$ cat src/sv/pidc_pkg.sv
`timescale 1ns / 1ps

package pidc_pkg;

	localparam int DATA_W        = 32;
	localparam int DT_W          = 31;
	localparam int CTRL_W        = 2;
	localparam int CFG_IDX_W     = 3;
	localparam int FRAC_BITS_DEF = 16;

	localparam logic [CFG_IDX_W-1:0] REG_GAIN_P        = 3'd0;
	localparam logic [CFG_IDX_W-1:0] REG_GAIN_I        = 3'd1;
	localparam logic [CFG_IDX_W-1:0] REG_GAIN_D        = 3'd2;
	localparam logic [CFG_IDX_W-1:0] REG_SAMPLE_PERIOD = 3'd3;
	localparam logic [CFG_IDX_W-1:0] REG_TARGET        = 3'd4;
	localparam logic [CFG_IDX_W-1:0] REG_LIMIT_LOW     = 3'd5;
	localparam logic [CFG_IDX_W-1:0] REG_LIMIT_HIGH    = 3'd6;
	localparam logic [CFG_IDX_W-1:0] REG_CONTROL       = 3'd7;

	localparam int CTRL_AUTO = 0;
	localparam int CTRL_REV  = 1;

	localparam logic signed [DATA_W-1:0] S32_MAX = 32'sh7fff_ffff;
	localparam logic signed [DATA_W-1:0] S32_MIN = 32'sh8000_0000;

	typedef struct packed {
		logic busy;
		logic done;
	} div_stat_t;

	// clamp to [lo, hi] when en, then saturate to 32 bits
	function automatic logic signed [DATA_W-1:0] clamp_sat(
		input logic signed [63:0]       v,
		input logic signed [DATA_W-1:0] lo,
		input logic signed [DATA_W-1:0] hi,
		input logic                     en
	);
		logic signed [63:0] r;
		r = v;
		if (en) begin
			if (v < 64'(lo)) begin
				r = 64'(lo);
			end else if (v > 64'(hi)) begin
				r = 64'(hi);
			end
		end
		if (r > 64'(S32_MAX)) begin
			r = 64'(S32_MAX);
		end else if (r < 64'(S32_MIN)) begin
			r = 64'(S32_MIN);
		end
		return r[DATA_W-1:0];
	endfunction

endpackage

$ cat src/sv/pidc_mul.sv
`timescale 1ns / 1ps

module pidc_mul import pidc_pkg::*; (
	input  logic                       clk,
	input  logic signed [DATA_W-1:0]   a,
	input  logic signed [DATA_W-1:0]   b,
	output logic signed [2*DATA_W-1:0] prod
);

	logic signed [2*DATA_W-1:0] prod_q;

	always_ff @(posedge clk) begin
		prod_q <= a * b;
	end

	assign prod = prod_q;

endmodule

$ cat config.mk
export PLATFORM = sky130hd
export DESIGN_NAME = pidc_mul
export DESIGN_NICKNAME = d
export VERILOG_FILES = /design/src/sv/pidc_pkg.sv /design/src/sv/pidc_mul.sv
export SDC_FILE = /design/constraint.sdc
export NUM_CORES = 2
export LEC_CHECK = 0
export BUFFER_PORTS_ARGS = -buffer_cell sky130_fd_sc_hd__buf_2
export CAP_MARGIN = 20
export CORE_MARGIN = 1.5
export CORE_UTILIZATION = 40
export CTS_CLUSTER_SIZE = 24
export DETAILED_ROUTE_END_ITERATION = 10
export SLEW_MARGIN = 20
export SYNTH_ARGS = -nofsm -noshare
export SYNTH_HDL_FRONTEND = slang
export SYNTH_SLANG_ARGS = --single-unit
$ cat constraint.sdc
create_clock -name clk -period 14.8 [get_ports clk]
set_input_delay 2.96 -clock clk [delete_from_list [all_inputs] [get_ports clk]]
set_output_delay 2.96 -clock clk [all_outputs]
set_load 0.1 [all_outputs]
==> metrics.cfg <==
[logic_synthesis]
yosysSeqAreaShare=0.03440
syn-num-nets=5215
async_reset_ff_frac=0
yosys.area.top_type=fa_1
netlist.area_leader.share=0.5816
synth.avg_cell_area_sq_um=9.589
synth-edff-count=0
synth.area.top_cells=fa_1, inv_1, and2_1
syn_inst=3884
ys_ff_latch=64
yosys_warnings=0
synth_cell_types=63
syn-cell-area_sq_um=37240
dominantRegCellSynth=dfxtp_1

[worst_setup_path]
required_ns=15.14
crit_arrival_ns=11.83
cp-end-kind=flip-flop
crit_start=a[31]
start_kind=input port
crit_type=input port to flip-flop
cp_max_fo=33

[timing]
relSlewSlack=0.3292
rsz0062_at_grt=no
clock.fmax_mhz=87.03
finalCritPeriodShare=0.7764
post-route-min-period_ns=11.49
worst_slack_ns=3.309
finalSetupViolations=0
finalSetupTns_ns=0
drv_slew=0
hold_violations=0
worst_pin_slew_ns=1.004

[routing]
drcViolationCount=0
drt-total-wl_microns=104100
drt-initial-drc-count=1444
firstDrtPassIters=5
vias=25638
vias_per_cell=5.021
wl_per_cell_microns=20.38
antenna_left=0

[clocking]
cts_tree=done
cts.clk_slew.worst_paths_ns=0.06
cts_resized=0
post_cts_buffers=0
cts.sinks=64
postCtsHoldBufs=0
clockBufferDepth=2
cts_made_buffers=9
root_buffer=clkbuf_16
ctsHtreeMaxLevel=3

[job]
cap_viol_max_count=0

[min_path]
hp-start=b[0]
hold_path_depth=2
hold_path_end=prod[0]
hold_path.class=input port to flip-flop

[layout]
fin_util=0.4266
largest_reg_flops=64
design_area_sq_um=39220
mostFrequentLayoutCells=fa_1, inv_1, and2_1
num-fill-cells=9076
syn2layout_area_growth_pct=5.315
drive_gt1_frac=0.05054
nets=5184
layout_commonest_cell=fa_1

[global_routing]
grt_pass1_wl_microns=166800
antenna_found_initial=10
grtUsageTotal=0.2339
grt_max_degree=33
grt.overflow.total=0
grt_pass1_vias=28751

[floorplan]
fp.dieH_microns=308.1
ioPinCount=129
die_x_microns=308.1
core_area_sq_um=91940
die-area_sq_um=94940
initial_utilization=0.4051
rows=111

[placement]
dpl.hpwl_microns=82790
place_ws_ns=2.826
gp_congestion=0.8681
placed_area_sq_um=38910
io_buffers=128

[run_status]
status=complete, no violations

cell usage after synthesis (all sizes together), types with 2 or more instances:
library cell	n
nand3b	2
nor4	2
o21ai	31
a21oi	68
nand3	15
nor3	7
a211oi	8
nand4	7
o21a	4
nand2b	9
nand2	511
and3	9
a2111oi	2
o211ai	3
ha	184
inv	952
fa	1082
o31a	2
buf	5
nor2b	3
dfxtp	64
xnor2	53
and2	516
a21boi	3
clkbuf	195
a21o	25
o22a	2
a31oi	13
and4	4
o21bai	15
or3	5
xor2	22
o31ai	7
nor2	42
logic make-up after synthesis:
family | count (synthesis) | share of synthesized area
compound gates | 193 | 0.03464
xor+xnor | 75 | 0.01764
fa+ha+maj | 1266 | 0.6434
buf+inv | 1152 | 0.1162
flops | 64 | 0.03440
simple gates | 1134 | 0.1537
metal layers:
layer | share of wire | GRT usage | routed length, microns
met5 | 0.00055 | 0 | 57
met4 | 0.043 | 0.09405 | 4433
met3 | 0.060 | 0.03477 | 6206
met2 | 0.50 | 0.4042 | 52180
met1 | 0.40 | 0.2938 | 41190
layout make-up:
class / instances / area [sq um] / area share
Sequential cell: 64 / 1281 / 0.03267
Clock buffer: 13 / 260.3 / 0.006635
Antenna cell: 5 / 12.51 / 0.0003190
Clock inverter: 3 / 40.04 / 0.001021
Tap cell: 1243 / 1555 / 0.03965
Timing Repair Buffer: 158 / 865.8 / 0.02208
Inverter: 952 / 3573 / 0.09111
Multi-Input combinational cell: 2668 / 31630 / 0.8065
how the worst max path moves through the flow:
stage,endpoint
6_report,prod[62]
5_1_grt,prod[62]
4_1_cts,prod[62]
3_5_place_dp,prod[62]
3_3_place_gp,prod[62]
2_1_floorplan,prod[62]
worst max-delay path: stages:
cell and delay (ns):
buf_2 0.54, nand2_1 0.28, inv_1 0.15, fa_1 0.40
inv_1 0.28, fa_1 0.48, inv_1 0.25, fa_1 0.51
fa_1 0.87, inv_1 0.41, fa_1 0.58, inv_1 0.05
fa_1 0.52, inv_1 0.05, fa_1 0.52, inv_1 0.07
fa_1 0.47, ha_1 0.40, and3_1 0.22, nand2_1 0.08
or3_1 0.37, o211ai_1 0.59, a31oi_1 0.26, o31ai_1 0.30
xor2_1 0.16
stage by stage:
step | instances | hold WS, ns
4_1_cts | 5101 | 3.200
3_5_place_dp | 5085 | 3.512
2_1_floorplan | 3884 | 3.087
5_1_grt | 5102 | 3.233
6_report | 5106 | 3.235
3_3_place_gp | 5085 | 3.511
Power is left out: the tool's default activity adds up to more than one toggle a clock period on the data nets, which glitch-free logic cannot reach.
