<file path="src/sv/pidc_pkg.sv">
`timescale 1ns / 1ps

package pidc_pkg;

	localparam int DATA_W        = 32;
	localparam int DT_W          = 31;
	localparam int CTRL_W        = 2;
	localparam int CFG_IDX_W     = 3;
	localparam int FRAC_BITS_DEF = 16;

	localparam logic [CFG_IDX_W-1:0] REG_GAIN_P        = 3'd0;
	localparam logic [CFG_IDX_W-1:0] REG_GAIN_I        = 3'd1;
	localparam logic [CFG_IDX_W-1:0] REG_GAIN_D        = 3'd2;
	localparam logic [CFG_IDX_W-1:0] REG_SAMPLE_PERIOD = 3'd3;
	localparam logic [CFG_IDX_W-1:0] REG_TARGET        = 3'd4;
	localparam logic [CFG_IDX_W-1:0] REG_LIMIT_LOW     = 3'd5;
	localparam logic [CFG_IDX_W-1:0] REG_LIMIT_HIGH    = 3'd6;
	localparam logic [CFG_IDX_W-1:0] REG_CONTROL       = 3'd7;

	localparam int CTRL_AUTO = 0;
	localparam int CTRL_REV  = 1;

	localparam logic signed [DATA_W-1:0] S32_MAX = 32'sh7fff_ffff;
	localparam logic signed [DATA_W-1:0] S32_MIN = 32'sh8000_0000;

	typedef struct packed {
		logic busy;
		logic done;
	} div_stat_t;

	// clamp to [lo, hi] when en, then saturate to 32 bits
	function automatic logic signed [DATA_W-1:0] clamp_sat(
		input logic signed [63:0]       v,
		input logic signed [DATA_W-1:0] lo,
		input logic signed [DATA_W-1:0] hi,
		input logic                     en
	);
		logic signed [63:0] r;
		r = v;
		if (en) begin
			if (v < 64'(lo)) begin
				r = 64'(lo);
			end else if (v > 64'(hi)) begin
				r = 64'(hi);
			end
		end
		if (r > 64'(S32_MAX)) begin
			r = 64'(S32_MAX);
		end else if (r < 64'(S32_MIN)) begin
			r = 64'(S32_MIN);
		end
		return r[DATA_W-1:0];
	endfunction

endpackage

</file>
<file path="src/sv/pidc_div.sv">
`timescale 1ns / 1ps

// Restoring divider, one quotient bit per cycle, unsigned operands.
module pidc_div import pidc_pkg::*; #(
	parameter int NUM_W = DATA_W + FRAC_BITS_DEF
) (
	input  logic             clk,
	input  logic             arst_n,
	input  logic             start,
	input  logic [NUM_W-1:0] num,
	input  logic [DT_W-1:0]  den,
	output logic [NUM_W-1:0] quot,
	output div_stat_t        stat
);

	localparam int CNT_W = $clog2(NUM_W + 1);

	logic [NUM_W-1:0] num_q;
	logic [DT_W-1:0]  den_q;
	logic [DT_W-1:0]  rem_q;
	logic [CNT_W-1:0] cnt_q;
	logic             busy_q;
	logic             done_q;

	logic [DT_W:0]    shifted;
	logic [DT_W:0]    sub;
	logic             ge;
	logic [DT_W-1:0]  rem_n;

	always_comb begin
		shifted = {rem_q, num_q[NUM_W-1]};
		ge      = shifted >= {1'b0, den_q};
		sub     = shifted - {1'b0, den_q};
		rem_n   = ge ? sub[DT_W-1:0] : shifted[DT_W-1:0];
	end

	always_ff @(posedge clk or negedge arst_n) begin
		if (!arst_n) begin
			busy_q <= 1'b0;
			done_q <= 1'b0;
			cnt_q  <= '0;
		end else if (start) begin
			busy_q <= 1'b1;
			done_q <= 1'b0;
			cnt_q  <= CNT_W'(NUM_W);
		end else if (busy_q) begin
			cnt_q <= cnt_q - CNT_W'(1);
			if (cnt_q == CNT_W'(1)) begin
				busy_q <= 1'b0;
				done_q <= 1'b1;
			end
		end
	end

	always_ff @(posedge clk) begin
		if (start) begin
			num_q <= num;
			den_q <= den;
			rem_q <= '0;
		end else if (busy_q) begin
			num_q <= {num_q[NUM_W-2:0], ge};
			rem_q <= rem_n;
		end
	end

	assign quot      = num_q;
	assign stat.busy = busy_q;
	assign stat.done = done_q;

endmodule

</file>
<file path="config.mk">
export PLATFORM = sky130hd
export DESIGN_NAME = pidc_div
export DESIGN_NICKNAME = d
export VERILOG_FILES = /design/src/sv/pidc_pkg.sv /design/src/sv/pidc_div.sv
export SDC_FILE = /design/constraint.sdc
export NUM_CORES = 1
export LEC_CHECK = 0
export BUFFER_PORTS_ARGS = -buffer_cell sky130_fd_sc_hd__buf_2
export CORE_MARGIN = 2
export CORE_UTILIZATION = 58
export DETAILED_ROUTE_END_ITERATION = 6
export PLACE_DENSITY = 0.83
export SYNTH_ARGS = -nofsm -noshare
export SYNTH_HDL_FRONTEND = slang
export SYNTH_SLANG_ARGS = --single-unit
</file>
<file path="constraint.sdc">
create_clock -name clk -period 4.2 [get_ports clk]
set_input_delay 0.42 -clock clk [delete_from_list [all_inputs] [get_ports clk]]
set_output_delay 0.42 -clock clk [all_outputs]
set_load 0.1 [all_outputs]
</file>
==> results of run 1 <==
[where the power goes]
| group | switching (µW) | internal (µW) | leakage [µW] | total [µW] |
|---|---|---|---|---|
| sequential | 53.6 | 1340 | 0.00116 | 1390 |
| combinational | 553 | 184 | 0.00202 | 738 |
| clock | 504 | 855 | 0.000274 | 1360 |
| total | 1110 | 2380 | 0.00345 | 3490 |
[area by class of cell]
class                      count  area share, %
inverter                      39           1.83
antenna                        1         0.0312
multi-input combinational    451           40.5
clock buffer                  23           5.97
tap                          143           2.23
timing repair buffer         135           8.62
sequential                   118           39.9
clock inverter                 9          0.984
[layer usage]
layer / vias up / wire, µm
met3: 28 / 1210
met5: - / 0
met2: 212 / 7810
met4: 0 / 311
met1: 2568 / 6640
li1: 2605 / -
[state kept, by name (all words and copies together) (netlist names)]
| signal | count |
|---|---|
| busy_q | 1 |
| cnt_q | 6 |
| den_q | 31 |
| done_q | 1 |
| quot | 48 |
| rem_q | 31 |
[through the flow]
step / utilization, % / power, µW
floorplan: - / 1990
global placement: 65.2 / 2130
detailed placement: 65.2 / 2140
CTS: 70.1 / 3520
global route: 70.2 / 3600
finish: 70.2 / 3490
[synthesized netlist by cell type, types with 4 or more instances]
| master | number | area share [%] |
|---|---|---|
| a211oi_1 | 5 | 0.55 |
| a21o_1 | 15 | 1.7 |
| a21oi_1 | 34 | 2.5 |
| a311oi_1 | 9 | 1.2 |
| a311oi_2 | 11 | 2.4 |
| a31oi_1 | 10 | 0.92 |
| and2_1 | 4 | 0.37 |
| and3_1 | 4 | 0.37 |
| buf_1 | 4 | 0.22 |
| buf_2 | 6 | 0.44 |
| buf_6 | 5 | 0.83 |
| clkbuf_1 | 16 | 0.89 |
| dfrtp_1 | 8 | 3.0 |
| dfxtp_1 | 31 | 9.2 |
| edfxtp_1 | 79 | 35 |
| ha_1 | 33 | 6.1 |
| inv_1 | 39 | 2.2 |
| mux2_2 | 48 | 8.0 |
| nand2_1 | 69 | 3.8 |
| nand2b_1 | 7 | 0.65 |
| nand3_1 | 10 | 0.74 |
| nand4_1 | 8 | 0.74 |
| nor2_1 | 52 | 2.9 |
| nor2b_1 | 6 | 0.55 |
| nor3_1 | 5 | 0.37 |
| nor3b_1 | 4 | 0.44 |
| o211ai_1 | 6 | 0.67 |
| o21a_1 | 8 | 0.89 |
| o21ai_0 | 23 | 1.7 |
| or3_1 | 7 | 0.65 |
| xnor2_1 | 14 | 1.8 |
| xor2_1 | 10 | 1.3 |
[kinds of logic (layout without fill, tap and decap cells)]
logic type / Yosys count / count (layout) / share of synthesized area [%]
AND/OR/NAND/NOR: 194 / 194 / 13.8
AO/OA/AOI/OAI: 150 / 150 / 16.5
flip-flops: 118 / 118 / 47.2
buffers and inverters: 73 / 206 / 4.88
multiplexers: 49 / 49 / 8.14
adder cells (fa/ha/maj): 34 / 34 / 6.40
XOR/XNOR: 24 / 24 / 3.11
other: 0 / 1 / 0
[worst max-delay path by stage]
stage | from | end | slack (ps) | depth (start not counted)
detailed placement | quot[47] | rem_q[28] | 710 | 11
floorplan | quot[47] | rem_q[30] | 940 | 11
finish | quot[47] | rem_q[26] | 560 | 11
global route | quot[47] | rem_q[26] | 170 | 11
global placement | quot[47] | rem_q[26] | 880 | 11
CTS | quot[47] | rem_q[26] | 640 | 11
[placed cells by master (no fill, tap or decap), drive strengths merged, types with 8 or more instances in the layout]
master and n:
nand3 10, ha 33, nand2 70, clkbuf 23, nor2 53, o21ai 27, a21o 16, a21oi 34
nand4 8, buf 134, dfxtp 31, a31oi 11, edfxtp 79, dfrtp 8, xnor2 14, a311oi 20
o21a 8, xor2 10, inv 39, mux2 48
==> metrics.txt, run 1 <==
LEAKAGE 0.00345 µW; clock sinks 118; Top FF cell, synth edfxtp_1; GR Overflow Total 0; DR vias/cell 5.89; Worst-path clk slew 50 ps; Place WS 714 ps; Iter 0 DRT Violations approximately 330; die height 112 µm; DRC 0; Initial Util about three fifths; H-tree depth 4; Area growth syn-to-layout 18.4%; R2R Path Start quot[47]; Routed Antenna Nets 0; Buffers on Ports 131; Slew Viols, Final 0; slowest cell delay on critical path 800 ps; asr flop ratio synth 6.78%; setup TNS 0 ps; M1 GR Usage 31.1%; RR Endpoint rem_q[26]; Post-synth EDFFs 79; hold worst-path end den_q[21]; Max Buffers Root-to-Sink 2; die width between 100 and 150 µm; status complete, no violations; crit path cell chain inv_1, ha_1, fa_1, nor2b_1, o211ai_1, a21oi_1, o21ai_1, nand3_1, and2_1, nand3b_1, o32ai_1; busiest grt layer met2; Yosys reg bits 118; Layout Nets slightly below 900; core region area 11400 µm²; Final Hold Fails 0; Syn Inst Count around 640; number of antenna violations at the first check in global routing 1; setup violators final 0; period utilization 86.6%; Worst VDD drop around 0.0004 V; Root Driver clkbuf_16; max_cap viols 0; Post-CTS Resized 0; Placed Area ~7400 µm²; Register Area 3190 µm²; CP Capture Type flop; CP Max Fanout 24; distinct cell type count after synthesis 70; Buf/Inv on CP 1; first-pass GRT wire length 25900 µm; Cells after DPL approximately 900; Post-Syn Area 6770 µm²; clk_skew 8.96 ps; arrival time worst endpoint 3940 ps; Slew HR between 20 and 30%; fin crit period 3640 ps; crit path kind reg -> reg; CP delay by family, top simple AND/OR/NAND/NOR gates; Detailed Routing Iterations Pass 1 5; CTS buffer count 17; Routed Wire Length 16000 µm; largest net degree at the start of global routing 70; CTS hold repair buffers 1; DP HPWL approximately 11000 µm; Fmax achieved 275 MHz; Worst Reg-to-Reg Cells 11; Total Routing Usage GR between 20 and 30%; Final Non-Filler Cells 919; wire length per cell 17.4 µm; met3 Resource Use GR 9.09%; Hold Path Stages 1; sequential fraction of the synthesis area 47.2%; final worst slack between 500 and 600 ps; setup bufs post-CTS 0; die footprint 12500 µm²; Hold Path Class in -> reg; grt met2 use 43.4%; Critical Path RT about 4500 ps; Fill cells 839; share of layout cells above drive strength 1 30.5%; Worst path slowest cell and2_1; worst hold slack 181 ps; area of the multi-input gates 3240 µm²; Worst-Margin Slew 1090 ps; flop2flop setup slack 560 ps; crit start category flop; I/O Pins roughly 130; Placer Congestion 0.867; fin area about 8000 µm²; Vias 5413; synthesized area per cell roughly 11 µm²; hold wc startpoint den[21]; vias in the first global route 5398; CTS tree done; Core Rows 39; PwrDens 436 nW/µm²; clk_lat worst skew just over 400 ps; Mapped Nets 758; warnings from Yosys 0; RSZ-0062 raised after global routing no
Power figures use the tool's default switching activity.
==> run 2, diff against run 1 <==
--- a/config.mk
+++ b/config.mk
@@ -8,6 +8,7 @@
 export BUFFER_PORTS_ARGS = -buffer_cell sky130_fd_sc_hd__buf_2
 export CORE_MARGIN = 2
 export CORE_UTILIZATION = 58
+export CTS_BUF_LIST = sky130_fd_sc_hd__clkbuf_8 sky130_fd_sc_hd__clkbuf_16
 export DETAILED_ROUTE_END_ITERATION = 6
 export PLACE_DENSITY = 0.83
 export SYNTH_ARGS = -nofsm -noshare
==> run 2 against run 1 <==
Net effect: sequential share of layout area unchanged; highest routed layer unchanged; clock-buffer cell count decreased by 3; die area unchanged; critical path depth unchanged; clock skew about the same; sequential power about the same; largest power group unchanged; cell count unchanged; global-route usage unchanged; worst hold slack got worse by 2.9 ps; non-clock buffer count unchanged; wire length about the same; maximum frequency about the same.
==> metrics.txt, run 2 (synthesis gave the netlist of run 1 again) <==
clk_lat worst skew 410 ps (about the same); share of layout cells above drive strength 1 30.5% (unchanged); Vias 5418 (+0.092%); wire length per cell 17.4 µm (about the same); Initial Util 59.2% (unchanged); die footprint 12500 µm² (unchanged); Hold Path Class in -> reg; Worst Reg-to-Reg Cells 11 (unchanged); PwrDens 435 nW/µm² (-0.15%); DP HPWL 10900 µm (unchanged); vias in the first global route 5398 (unchanged); max reg flops 48 (unchanged); number of antenna violations at the first check in global routing 1 (unchanged); GR Overflow Total 0 (unchanged); Layout Nets 878 (unchanged); CTS buffer count 17 (unchanged); leading cell type in the layout, fill and taps excluded buf_2; arrival time worst endpoint 3940 ps (about the same); Root Driver clkbuf_16; Placed Area 7440 µm² (unchanged); largest net degree at the start of global routing 70 (unchanged); die width 112 µm (unchanged); clock sinks 118 (unchanged); core region area 11400 µm² (unchanged); fin area 8010 µm² (unchanged); status complete, no violations; Area growth syn-to-layout 18.4% (unchanged); crit path cell chain inv_1, ha_1, fa_1, nor2b_1, o211ai_1, a21oi_1, o21ai_1, nand3_1, and2_1, nand3b_1, o32ai_1; slowest cell delay on critical path 800 ps (about the same); fin crit period 3640 ps (-3.49 ps); CP Capture Type flop; clk_skew 9.43 ps (+0.463 ps); Register Area 3190 µm² (unchanged); R2R Path Start quot[47]; Final Hold Fails 0 (unchanged); Slew Viols, Final 0 (unchanged); Post-CTS Resized 0 (unchanged); Routed Antenna Nets 0 (unchanged); CTS tree done; DRC 0 (unchanged); die height 112 µm (unchanged); H-tree depth 4 (unchanged); RR Endpoint rem_q[26]; RSZ-0062 raised after global routing no; Worst VDD drop 0.000401 V (-0.60%); CP Max Fanout 24 (unchanged); crit path from quot[47]; CTS hold repair buffers 1 (unchanged); max_cap viols 0 (unchanged); Worst path slowest cell and2_1; crit path kind reg -> reg; setup TNS 0 ps (unchanged); Iter 0 DRT Violations 319 (-2.4%); Total Routing Usage GR 25.8% (unchanged); I/O Pins 132 (unchanged); commonest non-fill, non-tap cells in the layout buf_2 (130), edfxtp_1 (79), nand2_1 (69), nor2_1 (52), mux2_2 (48); worst hold slack 178 ps (-2.93 ps); flop2flop setup slack 560 ps (about the same); setup violators final 0 (unchanged); Worst-Margin Slew 1090 ps (+1.18 ps); Detailed Routing Iterations Pass 1 5 (unchanged); crit start category flop; Critical Path RT 4510 ps (about the same); first-pass GRT wire length 25900 µm (unchanged); LEAKAGE 0.00346 µW (+0.36%); setup bufs post-CTS 0 (unchanged); Worst-path clk slew 50 ps (about the same); Routed Wire Length 16000 µm (about the same); Max Buffers Root-to-Sink 2 (unchanged); Hold Path Stages 1 (unchanged); Slew HR 27.4% (-0.079 points); Placer Congestion 0.867 (unchanged); DR vias/cell 5.90 (about the same); area of the multi-input gates 3240 µm² (unchanged); Core Rows 39 (unchanged); Fill cells 839 (unchanged); Fmax achieved 275 MHz (about the same); Core Util, Final 70.2% (unchanged); Buffers on Ports 131 (unchanged); period utilization 86.6% (about the same); hold wc startpoint den[21]; hold worst-path end den_q[21]
## run 2: changes by cell type in the layout (fill, tap and decap cells not counted), sizes merged
cell	before	now
clkbuf	23	20
inv	39	42
## run 2: power by group
part / switching (µW) / total (µW) / internal, µW / leakage, µW
sequential: 53.6 / 1390 / 1340 / 0.00116
combinational: 553 / 738 / 184 / 0.00202
clock: 506 / 1350 / 847 / 0.000287
## run 2: worst max-delay path: cells and delay by family, from the launching register on
family | cells | cell delay (ps)
AO/OA/AOI/OAI | 4 | 880
flip-flops | 1 | 370
buffers and inverters | 1 | 50
AND/OR/NAND/NOR | 4 | 1590
adder cells (fa/ha/maj) | 2 | 630
## run 2: worst max-delay path by stage
stage | cells after the start | slack [ps] | end
floorplan | 11 | 940 | rem_q[30]
global placement | 11 | 880 | rem_q[26]
detailed placement | 11 | 710 | rem_q[28]
CTS | 11 | 640 | rem_q[26]
global route | 11 | 170 | rem_q[26]
finish | 11 | 560 | rem_q[26]
## run 2: final cells by class
type / count / area share, %
inverter: 39 / 1.83
antenna: 1 / 0.0312
clock buffer: 20 / 5.83
clock inverter: 12 / 1.12
multi-input combinational: 451 / 40.5
tap: 143 / 2.23
sequential: 118 / 39.9
timing repair buffer: 135 / 8.62
## run 2: metal layers
metal	vias to the layer above	wire (µm)	global-route usage, %
li1	2604	-	-
met1	2567	6640	31.1
met2	216	7760	43.4
met3	31	1220	9.09
met4	0	335	8.46
met5	-	0	0
## run 2: metrics by stage
step | instances | total power [µW] | setup WS [ps]
floorplan | 642 | 1990 | 938
global placement | 885 | 2130 | 878
detailed placement | 885 | 2140 | 714
CTS | 918 | 3510 | 643
global route | 919 | 3600 | 170
finish | 919 | 3490 | 564
==> run 3, diff against run 2 <==
--- a/config.mk
+++ b/config.mk
@@ -6,6 +6,7 @@
 export NUM_CORES = 1
 export LEC_CHECK = 0
 export BUFFER_PORTS_ARGS = -buffer_cell sky130_fd_sc_hd__buf_2
+export CORE_ASPECT_RATIO = 0.75
 export CORE_MARGIN = 2
 export CORE_UTILIZATION = 58
 export CTS_BUF_LIST = sky130_fd_sc_hd__clkbuf_8 sky130_fd_sc_hd__clkbuf_16
==> run 3 against run 2 <==
Net effect: power up 1.5%; highest routed layer unchanged; sequential cell count unchanged; design area up 0.39%; core utilization down 0.14 points; combinational power about the same; critical path type unchanged.
==> metrics.txt, run 3 (synthesis gave the netlist of run 1 again) <==
max_cap viols 0 (unchanged); Final Hold Fails 0 (unchanged); crit path kind reg -> reg; GR Overflow Total 0 (unchanged); Worst-Margin Slew 1120 ps (+31.3 ps); Vias 5433 (+0.28%); DRC 0 (unchanged); clock sinks 118 (unchanged); LEAKAGE 0.00346 µW (about the same); Fill cells 834 (-0.60%); Iter 0 DRT Violations 469 (+47%); Max Buffers Root-to-Sink 2 (unchanged); PwrDens 440 nW/µm² (+1.1%); die width 129 µm (+15%); setup violators final 0 (unchanged); Worst path slowest cell or3_1; commonest non-fill, non-tap cells in the layout buf_2 (130), edfxtp_1 (79), nand2_1 (69), nor2_1 (52), mux2_2 (48); RSZ-0062 raised after global routing no; period utilization 78.7% (-7.9 points); CTS buffer count 17 (unchanged); leading cell type in the layout, fill and taps excluded buf_2; setup TNS 0 ps (unchanged); I/O Pins 132 (unchanged); Core Rows 34 (-13%); vias in the first global route 5470 (+1.3%); # diodes 0 (-1); largest net degree at the start of global routing 68 (-2.9%); DR vias/cell 5.91 (+0.17%); share of layout cells above drive strength 1 31.1% (+0.61 points); DP HPWL 11000 µm (+0.76%); crit path cell chain inv_1, ha_1, fa_1, nor2b_1, o211ai_1, a21oi_1, o21ai_1, nand3_1, nand2_2, or3_1, a311oi_2; max reg flops 48 (unchanged); Detailed Routing Iterations Pass 1 4 (-1); die footprint 12600 µm² (about the same); Root Driver clkbuf_16; fin crit period 3300 ps (-332 ps); Post-CTS Resized 0 (unchanged); Buffers on Ports 131 (unchanged); CTS tree done; arrival time worst endpoint 3630 ps (-310 ps); number of antenna violations at the first check in global routing 0 (-1); CP Capture Type flop; Routed Antenna Nets 0 (unchanged); Slew HR 25.3% (-2.1 points); Routed Wire Length 15800 µm (-0.72%); wire length per cell 17.2 µm (-0.83%); Slew Viols, Final 0 (unchanged); Hold Path Class in -> reg; clk_skew 17.5 ps (+8.10 ps); H-tree depth 4 (unchanged); Total Routing Usage GR 26.2% (+0.41 points); Final Non-Filler Cells 920 (+0.11%); Area growth syn-to-layout 18.9%; status complete, no violations; Critical Path RT 4530 ps (+20 ps); Worst VDD drop 0.000293 V (-27%); Placer Congestion 0.887 (+2.4%); core region area 11500 µm² (+0.59%); slowest cell delay on critical path 540 ps (-260 ps); Fmax achieved 303 MHz (+10%); die height 97.5 µm (-13%); clk_lat worst skew 420 ps (about the same); Cells after DPL 887 (+0.23%); CP Max Fanout 31 (+29%); Initial Util 58.9% (-0.35 points); first-pass GRT wire length 26300 µm (+1.6%); Layout Nets 879 (+0.11%); crit start category flop; Worst-path clk slew 60 ps (about the same)
## run 3: layout make-up
class                   instances  area (µm²)  share of cell area (%)
repair buffers                136         698                    8.68
flip-flops and latches        118        3190                    39.7
clock buffers                  17         425                    5.29
multi-input cells             451        3240                    40.3
inverters                      39         146                    1.82
clock inverters                15         156                    1.94
well taps                     144         180                    2.24
## run 3: critical path, delay by kind of cell (launching register included)
family                     cells  cell delay [ps]
adders and majority gates      2              630
buffers and inverters          1               70
AOI/OAI and AO/OA              4              750
DFF                            1              390
and+or+nand+nor                4             1360
## run 3: stage by stage
| stage | hold slack [ps] | power (µW) | cell area [µm²] | util (%) | worst slack [ps] |
|---|---|---|---|---|---|
| floorplan | 124 | 1990 | 6770 | - | 938 |
| global placement | 265 | 2120 | 7450 | 64.9 | 1150 |
| detailed placement | 270 | 2140 | 7450 | 64.9 | 1020 |
| CTS | 160 | 3560 | 8040 | 70.0 | 944 |
| global route | 158 | 3650 | 8040 | 70.0 | 720 |
| finish | 170 | 3540 | 8040 | 70.0 | 896 |
## run 3: path summary, 6_finish.rpt
check / from / to / slack, ps / depth (start not counted)
max: quot[47] / rem_q[5] / 900 / 11
min: den[5] / den_q[5] / 170 / 1
max reg2reg: quot[47] / rem_q[5] / 900 / 11
min reg2reg: done_q / done_q / 500 / 2
max in group asynchronous: arst_n / busy_q / 3630 / 2
min in group asynchronous: arst_n / done_q / 390 / 2
## run 3: what timing repair did
| action | 4_1_cts | 5_1_grt |
|---|---|---|
| hold buffers | 1 | 0 |
| buffers inserted | 0 | 0 |
| hold endpoints to repair | 8 | 0 |
## run 3: power breakdown
part / internal [µW] / switching (µW) / leakage (µW)
clock network: 792 / 618 / 0.000280
logic: 185 / 553 / 0.00202
registers: 1340 / 49.9 / 0.00116
## run 3: per-layer routing
metal	global-route usage (%)	share of wire, %	up-vias
met5	0	0	-
met4	5.77	1.0	0
met3	7.21	6.8	21
met2	41.7	47	201
met1	35.9	45	2598
li1	-	-	2613
